--- src/hdl/pdm_pkg.sv ---
// ----------------------------------------------------------------------------
// pdm_pkg
// Shared types, constants and helpers of the pedometer step detector.
// ----------------------------------------------------------------------------
package pdm_pkg;

	localparam int SAMPLE_W = 20;
	localparam int AVG_W    = 16;
	localparam int CNT_W    = 8;
	localparam int CFG_IDX_W  = 3;
	localparam int CFG_DATA_W = 16;

	localparam int WINDOW_LEN_DEF = 4;

	// Division by ten as a multiply by a reciprocal: exact for all 20-bit inputs.
	localparam logic [SAMPLE_W-1:0] DIV10_RECIP = 20'd838861;
	localparam int                  DIV10_SHIFT = 23;

	localparam logic [AVG_W-1:0] SWING_LIMIT = 16'd10000;

	localparam logic [15:0]      AMP_THRESHOLD_RST      = 16'd300;
	localparam logic [CNT_W-1:0] INTERVAL_THRESHOLD_RST = 8'd3;
	localparam logic [CNT_W-1:0] START_STEPS_RST        = 8'd4;
	localparam logic [CNT_W-1:0] IDLE_LIMIT_RST         = 8'd50;
	localparam logic [CNT_W-1:0] MISS_LIMIT_RST         = 8'd5;

	typedef enum logic [CFG_IDX_W-1:0] {
		CFG_AMP_THRESHOLD      = 3'd0,
		CFG_INTERVAL_THRESHOLD = 3'd1,
		CFG_START_STEPS        = 3'd2,
		CFG_IDLE_LIMIT         = 3'd3,
		CFG_MISS_LIMIT         = 3'd4
	} cfg_idx_t;

	typedef struct packed {
		logic [15:0]      amp_threshold;
		logic [CNT_W-1:0] interval_threshold;
		logic [CNT_W-1:0] start_steps;
		logic [CNT_W-1:0] idle_limit;
		logic [CNT_W-1:0] miss_limit;
	} cfg_t;

	// Detector to qualifier: step found and the miss count after this request.
	typedef struct packed {
		logic             step;
		logic [CNT_W-1:0] miss;
	} det_t;

	// Qualifier back to detector: overrides applied to detector state.
	typedef struct packed {
		logic clr_miss;
		logic clr_seek;
	} qual_ctl_t;

	function automatic logic [CNT_W-1:0] sat_inc8(input logic [CNT_W-1:0] a);
		logic [CNT_W-1:0] r;
		r = (a == {CNT_W{1'b1}}) ? a : a + CNT_W'(1);
		return r;
	endfunction

	function automatic logic [CNT_W-1:0] sat_add8(input logic [CNT_W-1:0] a,
			input logic [CNT_W-1:0] b);
		logic [CNT_W:0] s;
		s = {1'b0, a} + {1'b0, b};
		return s[CNT_W] ? {CNT_W{1'b1}} : s[CNT_W-1:0];
	endfunction

endpackage

--- src/hdl/pdm_prefilter.sv ---
// ----------------------------------------------------------------------------
// pdm_prefilter
// Input register, scaling by one tenth with saturation, and the running
// window sum of the last WINDOW_LEN scaled samples.
// ----------------------------------------------------------------------------
module pdm_prefilter #(
	parameter int WINDOW_LEN = pdm_pkg::WINDOW_LEN_DEF
) (
	input  logic                                         clk,
	input  logic                                         arst_n,
	input  logic                                         load_s1,
	input  logic                                         load_s2,
	input  logic [pdm_pkg::SAMPLE_W-1:0]                 sample,
	input  logic                                         last_of_batch,
	output logic [pdm_pkg::AVG_W+$clog2(WINDOW_LEN)-1:0] sum_s2,
	output logic                                         last_s2
);
	import pdm_pkg::*;

	localparam int SUM_W  = AVG_W + $clog2(WINDOW_LEN);
	localparam int PROD_W = 2 * SAMPLE_W;
	localparam int Q_W    = PROD_W - DIV10_SHIFT;

	logic [SAMPLE_W-1:0] raw_s1;
	logic                last_s1;
	logic [PROD_W-1:0]   prod;
	logic [Q_W-1:0]      quot;
	logic [AVG_W-1:0]    scaled;
	logic [AVG_W-1:0]    line_q [WINDOW_LEN];
	logic [SUM_W-1:0]    total_q;
	logic [SUM_W-1:0]    total_n;

	always_ff @(posedge clk) begin
		if (load_s1) begin
			raw_s1  <= sample;
			last_s1 <= last_of_batch;
		end
		if (load_s2) begin
			sum_s2  <= total_n;
			last_s2 <= last_s1;
		end
	end

	always_comb begin
		prod   = {{SAMPLE_W{1'b0}}, raw_s1} * {{SAMPLE_W{1'b0}}, DIV10_RECIP};
		quot   = prod[PROD_W-1:DIV10_SHIFT];
		scaled = (quot > Q_W'({AVG_W{1'b1}})) ? {AVG_W{1'b1}} : quot[AVG_W-1:0];
		// The oldest sample leaves the window as the new one enters.
		total_n = total_q + SUM_W'(scaled) - SUM_W'(line_q[WINDOW_LEN-1]);
	end

	always_ff @(posedge clk or negedge arst_n) begin
		if (!arst_n) begin
			for (int i = 0; i < WINDOW_LEN; i++) begin
				line_q[i] <= '0;
			end
			total_q <= '0;
		end else if (load_s2) begin
			line_q[0] <= scaled;
			for (int i = 1; i < WINDOW_LEN; i++) begin
				line_q[i] <= line_q[i-1];
			end
			total_q <= total_n;
		end
	end

endmodule

--- src/hdl/pdm_detect.sv ---
// ----------------------------------------------------------------------------
// pdm_detect
// Moving average from the window sum, and the trough then peak search over
// the three latest distinct averages.
// ----------------------------------------------------------------------------
module pdm_detect #(
	parameter int WINDOW_LEN = pdm_pkg::WINDOW_LEN_DEF
) (
	input  logic                                         clk,
	input  logic                                         arst_n,
	input  logic                                         load_out,
	input  logic [pdm_pkg::AVG_W+$clog2(WINDOW_LEN)-1:0] sum_s2,
	input  pdm_pkg::cfg_t                                cfg,
	input  pdm_pkg::qual_ctl_t                           ctl,
	output pdm_pkg::det_t                                det
);
	import pdm_pkg::*;

	localparam int SUM_W = AVG_W + $clog2(WINDOW_LEN);
	localparam int RSH   = SUM_W + $clog2(WINDOW_LEN) + 1;
	typedef logic [RSH:0] recip_t;
	localparam recip_t RECIP = recip_t'(((64'd1 << RSH) + WINDOW_LEN - 1) / WINDOW_LEN);

	logic [SUM_W+RSH:0] prod;
	logic [AVG_W-1:0]   avg;
	logic [AVG_W-1:0]   ra_q [3];
	logic [AVG_W-1:0]   ra_n [3];
	logic [AVG_W-1:0]   trough_q;
	logic [AVG_W-1:0]   trough_n;
	logic [AVG_W-1:0]   tr;
	logic [AVG_W-1:0]   swing;
	logic               seek_q;
	logic               seek_n;
	logic [CNT_W-1:0]   since_q;
	logic [CNT_W-1:0]   since_n;
	logic [CNT_W-1:0]   miss_q;
	logic [CNT_W-1:0]   miss_n;
	logic               step;

	always_comb begin
		prod = {{(RSH+1){1'b0}}, sum_s2} * {{SUM_W{1'b0}}, RECIP};
		avg  = prod[RSH +: AVG_W];

		ra_n     = ra_q;
		trough_n = trough_q;
		seek_n   = seek_q;
		since_n  = since_q;
		miss_n   = miss_q;
		step     = 1'b0;
		tr       = trough_q;
		swing    = '0;

		// A repeated average leaves the detector state unchanged, apart from the qualifier's overrides.
		if (avg != ra_q[0]) begin
			ra_n[0] = avg;
			ra_n[1] = ra_q[0];
			ra_n[2] = ra_q[1];
			since_n = sat_inc8(since_q);
			if (!seek_q) begin
				if (ra_q[0] < ra_q[1] && ra_q[0] < avg) begin
					seek_n   = 1'b1;
					trough_n = ra_q[0];
				end
			end else begin
				tr       = (avg < trough_q) ? ra_q[0] : trough_q;
				trough_n = tr;
				if (ra_q[0] > ra_q[1] && ra_q[0] > avg) begin
					swing = ra_q[0] - tr;
					priority if (swing > SWING_LIMIT) begin
						seek_n = 1'b0;
					end else if (swing > cfg.amp_threshold &&
							since_n > cfg.interval_threshold) begin
						since_n = '0;
						seek_n  = 1'b0;
						miss_n  = '0;
						step    = 1'b1;
					end else begin
						miss_n = sat_inc8(miss_q);
					end
				end
			end
		end
	end

	assign det.step = step;
	assign det.miss = miss_n;

	always_ff @(posedge clk or negedge arst_n) begin
		if (!arst_n) begin
			for (int i = 0; i < 3; i++) begin
				ra_q[i] <= '0;
			end
			trough_q <= '0;
			seek_q   <= 1'b0;
			since_q  <= '0;
			miss_q   <= '0;
		end else if (load_out) begin
			ra_q     <= ra_n;
			trough_q <= trough_n;
			seek_q   <= ctl.clr_seek ? 1'b0 : seek_n;
			since_q  <= since_n;
			miss_q   <= ctl.clr_miss ? '0 : miss_n;
		end
	end

endmodule

--- src/hdl/pdm_qualify.sv ---
// ----------------------------------------------------------------------------
// pdm_qualify
// Walk qualifier: holds steps until enough are pending, keeps the batch
// total, and drives the result register.
// ----------------------------------------------------------------------------
module pdm_qualify (
	input  logic                      clk,
	input  logic                      arst_n,
	input  logic                      load_out,
	input  logic                      last_s2,
	input  pdm_pkg::cfg_t             cfg,
	input  pdm_pkg::det_t             det,
	output pdm_pkg::qual_ctl_t        ctl,
	output logic [pdm_pkg::CNT_W-1:0] steps_now,
	output logic [pdm_pkg::CNT_W-1:0] batch_steps,
	output logic                      walking
);
	import pdm_pkg::*;

	logic [CNT_W-1:0] idle_q;
	logic [CNT_W-1:0] idle_n;
	logic [CNT_W-1:0] pend_q;
	logic [CNT_W-1:0] pend_a;
	logic [CNT_W-1:0] pend_b;
	logic [CNT_W-1:0] pend_n;
	logic             walk_q;
	logic             walk_n;
	logic [CNT_W-1:0] batch_q;
	logic [CNT_W-1:0] batch_n;
	logic [CNT_W-1:0] added;
	logic             quit;

	always_comb begin
		idle_n  = det.step ? '0 : sat_inc8(idle_q);
		pend_a  = det.step ? sat_inc8(pend_q) : pend_q;
		quit    = idle_n >= cfg.idle_limit || det.miss >= cfg.miss_limit;
		pend_b  = quit ? '0 : pend_a;
		pend_n  = pend_a;
		walk_n  = walk_q;
		batch_n = batch_q;
		added   = '0;
		ctl     = '0;
		if (!walk_q) begin
			pend_n = pend_b;
			if (pend_b >= cfg.start_steps) begin
				// Walking starts: the held steps are credited all at once.
				walk_n       = 1'b1;
				added        = pend_b;
				batch_n      = sat_add8(batch_q, pend_b);
				pend_n       = '0;
				ctl.clr_miss = 1'b1;
			end
		end else if (quit) begin
			pend_n       = '0;
			batch_n      = '0;
			walk_n       = 1'b0;
			ctl.clr_seek = 1'b1;
		end else begin
			added   = {{(CNT_W-1){1'b0}}, det.step};
			batch_n = sat_add8(batch_q, added);
		end
	end

	always_ff @(posedge clk or negedge arst_n) begin
		if (!arst_n) begin
			idle_q  <= '0;
			pend_q  <= '0;
			walk_q  <= 1'b0;
			batch_q <= '0;
		end else if (load_out) begin
			idle_q  <= idle_n;
			pend_q  <= pend_n;
			walk_q  <= walk_n;
			batch_q <= last_s2 ? '0 : batch_n;
		end
	end

	always_ff @(posedge clk) begin
		if (load_out) begin
			steps_now   <= added;
			batch_steps <= batch_n;
		end
	end

	// The phase register changes only together with the result register.
	assign walking = walk_q;

endmodule

--- src/hdl/pedometer_step_detector_core.sv ---
// ----------------------------------------------------------------------------
// pedometer_step_detector_core
// Step counter over accelerometer magnitude samples. Each request on the
// input channel (sample, last_of_batch) produces exactly one request on the
// output channel (steps_now, batch_steps, walking), in order.
// A request passes the input register, then scaling and window sum, then
// averaging, detection and qualification into the result register. One
// request is taken per cycle while in_stall is low.
// When out_stall is high the result holds and the pipeline keeps filling its
// empty stages; in_stall rises only once all three stages hold requests.
// Thresholds are written via cfg_we/cfg_index/cfg_data, by the user only while
// the block is empty, which it does not enforce; unknown indexes are ignored.
// Reset clears window, detector and qualifier state; loads default thresholds.
// ----------------------------------------------------------------------------
module pedometer_step_detector_core #(
	parameter int WINDOW_LEN = pdm_pkg::WINDOW_LEN_DEF
) (
	input  logic                           clk,
	input  logic                           arst_n,
	input  logic                           in_valid,
	output logic                           in_stall,
	input  logic [pdm_pkg::SAMPLE_W-1:0]   sample,
	input  logic                           last_of_batch,
	output logic                           out_valid,
	input  logic                           out_stall,
	output logic [pdm_pkg::CNT_W-1:0]      steps_now,
	output logic [pdm_pkg::CNT_W-1:0]      batch_steps,
	output logic                           walking,
	input  logic                           cfg_we,
	input  logic [pdm_pkg::CFG_IDX_W-1:0]  cfg_index,
	input  logic [pdm_pkg::CFG_DATA_W-1:0] cfg_data
);
	import pdm_pkg::*;

	localparam int SUM_W = AVG_W + $clog2(WINDOW_LEN);

	cfg_t             cfg_q;
	logic             v_s1_q;
	logic             v_s2_q;
	logic             out_valid_q;
	logic             load_s1;
	logic             load_s2;
	logic             load_out;
	logic [SUM_W-1:0] sum_s2;
	logic             last_s2;
	det_t             det;
	qual_ctl_t        ctl;

	// A stage can take a request when it is empty or passes its own on.
	always_comb begin
		load_out = v_s2_q && (!out_valid_q || !out_stall);
		load_s2  = v_s1_q && (!v_s2_q || load_out);
		in_stall = v_s1_q && !load_s2;
		load_s1  = in_valid && !in_stall;
	end

	always_ff @(posedge clk or negedge arst_n) begin
		if (!arst_n) begin
			v_s1_q      <= 1'b0;
			v_s2_q      <= 1'b0;
			out_valid_q <= 1'b0;
		end else begin
			if (load_s1) begin
				v_s1_q <= 1'b1;
			end else if (load_s2) begin
				v_s1_q <= 1'b0;
			end
			if (load_s2) begin
				v_s2_q <= 1'b1;
			end else if (load_out) begin
				v_s2_q <= 1'b0;
			end
			if (load_out) begin
				out_valid_q <= 1'b1;
			end else if (!out_stall) begin
				out_valid_q <= 1'b0;
			end
		end
	end

	assign out_valid = out_valid_q;

	always_ff @(posedge clk or negedge arst_n) begin
		if (!arst_n) begin
			cfg_q.amp_threshold      <= AMP_THRESHOLD_RST;
			cfg_q.interval_threshold <= INTERVAL_THRESHOLD_RST;
			cfg_q.start_steps        <= START_STEPS_RST;
			cfg_q.idle_limit         <= IDLE_LIMIT_RST;
			cfg_q.miss_limit         <= MISS_LIMIT_RST;
		end else if (cfg_we) begin
			unique case (cfg_idx_t'(cfg_index))
				CFG_AMP_THRESHOLD: begin
					cfg_q.amp_threshold <= cfg_data;
				end
				CFG_INTERVAL_THRESHOLD: begin
					cfg_q.interval_threshold <= cfg_data[CNT_W-1:0];
				end
				CFG_START_STEPS: begin
					cfg_q.start_steps <= cfg_data[CNT_W-1:0];
				end
				CFG_IDLE_LIMIT: begin
					cfg_q.idle_limit <= cfg_data[CNT_W-1:0];
				end
				CFG_MISS_LIMIT: begin
					cfg_q.miss_limit <= cfg_data[CNT_W-1:0];
				end
				default: begin
				end
			endcase
		end
	end

	pdm_prefilter #(
		.WINDOW_LEN(WINDOW_LEN)
	) u_prefilter (
		.clk          (clk),
		.arst_n       (arst_n),
		.load_s1      (load_s1),
		.load_s2      (load_s2),
		.sample       (sample),
		.last_of_batch(last_of_batch),
		.sum_s2       (sum_s2),
		.last_s2      (last_s2)
	);

	pdm_detect #(
		.WINDOW_LEN(WINDOW_LEN)
	) u_detect (
		.clk     (clk),
		.arst_n  (arst_n),
		.load_out(load_out),
		.sum_s2  (sum_s2),
		.cfg     (cfg_q),
		.ctl     (ctl),
		.det     (det)
	);

	pdm_qualify u_qualify (
		.clk        (clk),
		.arst_n     (arst_n),
		.load_out   (load_out),
		.last_s2    (last_s2),
		.cfg        (cfg_q),
		.det        (det),
		.ctl        (ctl),
		.steps_now  (steps_now),
		.batch_steps(batch_steps),
		.walking    (walking)
	);

endmodule
--- config.mk ---
export PLATFORM = sky130hd
export DESIGN_NAME = pedometer_step_detector_core
export DESIGN_NICKNAME = d
export VERILOG_FILES = /design/src/hdl/pdm_pkg.sv /design/src/hdl/pdm_prefilter.sv /design/src/hdl/pdm_detect.sv /design/src/hdl/pdm_qualify.sv /design/src/hdl/pedometer_step_detector_core.sv
export SDC_FILE = /design/constraint.sdc
export NUM_CORES = 1
export LEC_CHECK = 0
export ABC_AREA = 1
export ABC_CLOCK_PERIOD_IN_PS = 12500
export BUFFER_PORTS_ARGS = -buffer_cell sky130_fd_sc_hd__buf_2
export CAP_MARGIN = 20
export CORE_MARGIN = 2
export CORE_UTILIZATION = 60
export CTS_BUF_LIST = sky130_fd_sc_hd__clkbuf_4 sky130_fd_sc_hd__clkbuf_8
export DETAILED_ROUTE_END_ITERATION = 12
export GPL_ROUTABILITY_DRIVEN = 0
export MAX_ROUTING_LAYER = met4
export PLACE_DENSITY = 0.78
export SETUP_SLACK_MARGIN = 0.4
export SLEW_MARGIN = 15
export SYNTH_ARGS = -nofsm -noshare
export SYNTH_HDL_FRONTEND = slang
export SYNTH_SLANG_ARGS = --single-unit
--- constraint.sdc ---
create_clock -name clk -period 12.5 [get_ports clk]
set_clock_uncertainty 0.2 [all_clocks]
set_input_delay 0.625 -clock clk [delete_from_list [all_inputs] [get_ports clk]]
set_output_delay 0.625 -clock clk [all_outputs]
set_load 0.005 [all_outputs]
==> qor.txt <==
status: finished, final reports clean
PostCTS Resize Cnt: 0
initial antenna violation count: 0
CP endpoint kind: flip-flop
max incr delay on CP: 0.49 ns
first-pass GRT wire length: 94,300 µm
clock tree from TritonCTS: done
vias in the first global route: 19,492
Area Overhead vs Synth: 9.21%
setup ws final: 1.99 ns
library cells used by synthesis: 56
Max Clk Rate: 95.1 MHz
Final Critical Period: 10.51 ns
met1 usage: 0.365
CP Max Fanout: 38
max-cap violations: 0
Die X-Extent: 203 µm
Yosys reg bits: 277
sequential share of the synthesized area: 0.302
CTS Buf Count: 49
Vias: 19,130
Max Slew Vio Count: 0
met2 Usage GRT: 0.469
layout cells sized above 1: 0.0771
post-layout util: 0.659
final period utilization: 0.841
worst slew pin tran: 1.04 ns
I/O pins: 64
Buffers on Ports: 63
GR Overflow Total: 0
CTS Root Cell: clkbuf_8
CTS sink count: 277
WHS Path Cells: 3
Tot GR Track Use: 0.290
clk_lat worst skew: 0.62 ns
Hold Path Class: input pin to flip-flop
full die area: 41,400 µm²
met3 Track Usage GR: 0.0487
Starting Density: 0.604
row count: 73
Max clock buf depth: 3
final hold violations: 0
CTS clk-pin slew, worst paths: 0.06 ns
DR DRC count: 0
depth of the CTS H-tree: 2
dominant synthesized flop cell: dfrtp_1
YS warnings: 0
postcts setup bufs: 0
post-synthesis async set-or-reset flop share: 0.805
WL/cell: 16.1 µm
Die Height: 203 µm
vias per cell: 5.49
routed wire length: 56,000 µm
core area: 39,500 µm²
Antenna diodes: 0
CTS Hold Bufs: 21
Critical Path AT: 10.85 ns
DP Wirelength: 44,100 µm
setup violators final: 0
Max-slew headroom: 0.298
syn_area_per_cell: 8.45 µm²
Gate Count Post-Synth: 2,826
nets: 3,461
setup TNS: 0 ns
Crit Path Category: flip-flop to flip-flop
Slowest cell on crit path: inv_1
remaining antenna violation count: 0
largest net degree at the start of global routing: 94
1st-pass router iterations: 5
DR iter-0 viols: 1,429
synthesized area: 23,900 µm²
pre-CTS setup slack: 1.86 ns
worst endpoint required time: 12.84 ns
Setup crit start kind: flip-flop
EDFF count, synth: 54
R2R depth: 58
RSZ-0062 raised after global routing: no
syn_nets: 3,367
Top Usage Layer GRT: met2
-- final cells by class --
type                    instances  area, µm²
multi-input cells            1909      14300
fillers                      3126      13500
flip-flops and latches        277       7220
inverters                     590       2220
clock buffers                  82       1020
well taps                     525        657
repair buffers                 93        623
clock inverters                 8       93.8
-- through the flow --
step	instance area [µm²]	instances	hold slack, ns
detailed placement	24700	3371	0.210
CTS	26000	3482	0.0155
global placement	24700	3371	0.204
floorplan	23900	2826	0.129
finish	26100	3484	0.0453
global route	26100	3484	0.0260
-- Yosys cell counts (all sizes together), types with 43 or more instances --
| library cell | instances | share of area |
|---|---|---|
| inv | 585 | 0.092 |
| nand4 | 43 | 0.012 |
| nand3 | 83 | 0.021 |
| dfrtp | 211 | 0.22 |
| fa | 157 | 0.13 |
| edfxtp | 54 | 0.068 |
| clkbuf | 45 | 0.0071 |
| nor2 | 122 | 0.020 |
| xor2 | 44 | 0.016 |
| a21oi | 125 | 0.026 |
| ha | 339 | 0.18 |
| o21ai | 232 | 0.049 |
| nand2 | 623 | 0.10 |
-- flip-flops by register name, indices dropped and copies added, names as in the netlist --
register               count
u_qualify.pend_q           8
u_detect.since_q           8
u_prefilter.line_q        64
u_detect.ra_q             32
v_s1_q                     1
u_qualify.walking          1
u_qualify.steps_now        8
cfg_q                     48
u_prefilter.total_q       18
u_detect.seek_q            1
u_prefilter.last_s2        1
u_qualify.idle_q           8
u_detect.miss_q            8
u_qualify.batch_q          8
v_s2_q                     1
u_qualify.batch_steps      8
out_valid                  1
u_detect.trough_q         16
u_prefilter.raw_s1        20
u_prefilter.sum_s2        16
u_prefilter.last_s1        1
-- critical path, delay by kind of cell, from the launching register on --
family | cells | cell delay, ns
adders and majority gates | 7 | 2.03
DFF | 1 | 0.41
buffers and inverters | 11 | 1.28
AOI/OAI and AO/OA | 15 | 2.47
and+or+nand+nor | 25 | 4.05
-- path summary, 6_finish.rpt --
kind	to	slack [ns]	start
max	u_qualify.batch_q[1]	1.99	u_detect.trough_q[5]
min	cfg_q[43]	0.05	cfg_data[11]
max reg2reg	u_qualify.batch_q[1]	1.99	u_detect.trough_q[5]
min reg2reg	u_prefilter.last_s2	0.19	u_prefilter.last_s1
max in group asynchronous	u_prefilter.line_q[9]	10.20	arst_n
min in group asynchronous	cfg_q[42]	0.38	arst_n
-- metal layers --
metal	vias up	routed length [µm]
li1	9258	-
met1	9129	23900
met2	579	26900
met3	164	3070
met4	0	2120
met5	-	0
-- logic make-up after synthesis --
kind of cell | Yosys count | share of synthesized area
XOR/XNOR | 59 | 0.0216
buffers and inverters | 640 | 0.101
flip-flops | 277 | 0.302
adder cells (fa/ha/maj) | 496 | 0.309
AO/OA/AOI/OAI | 439 | 0.102
AND/OR/NAND/NOR | 915 | 0.163
-- placed cells by master (no fill, tap or decap), types with 4 or more instances in the layout --
cell type	instances
dlygate4sd3_1	21
nand3_1	72
or2_2	5
ha_1	339
nand2_4	6
inv_2	6
o211ai_1	17
o21ai_0	218
o21ai_1	14
edfxtp_1	54
a31oi_1	6
inv_1	579
o2111ai_1	5
nand2_2	11
o21bai_1	6
o21a_1	9
buf_2	62
clkbuf_8	64
nand4_1	42
o221ai_1	5
buf_4	8
nor2_1	117
xor2_1	44
clkinv_2	7
nor4_1	7
dfstp_2	12
a211oi_1	12
nor3_1	26
o31ai_1	4
fa_1	157
xnor2_1	15
nand2_1	606
a221oi_1	4
clkbuf_4	18
nand3_2	8
dfrtp_1	211
a21oi_1	124
Power is left out: the tool's default activity adds up to more than one toggle a clock period on the data nets, which glitch-free logic cannot reach.
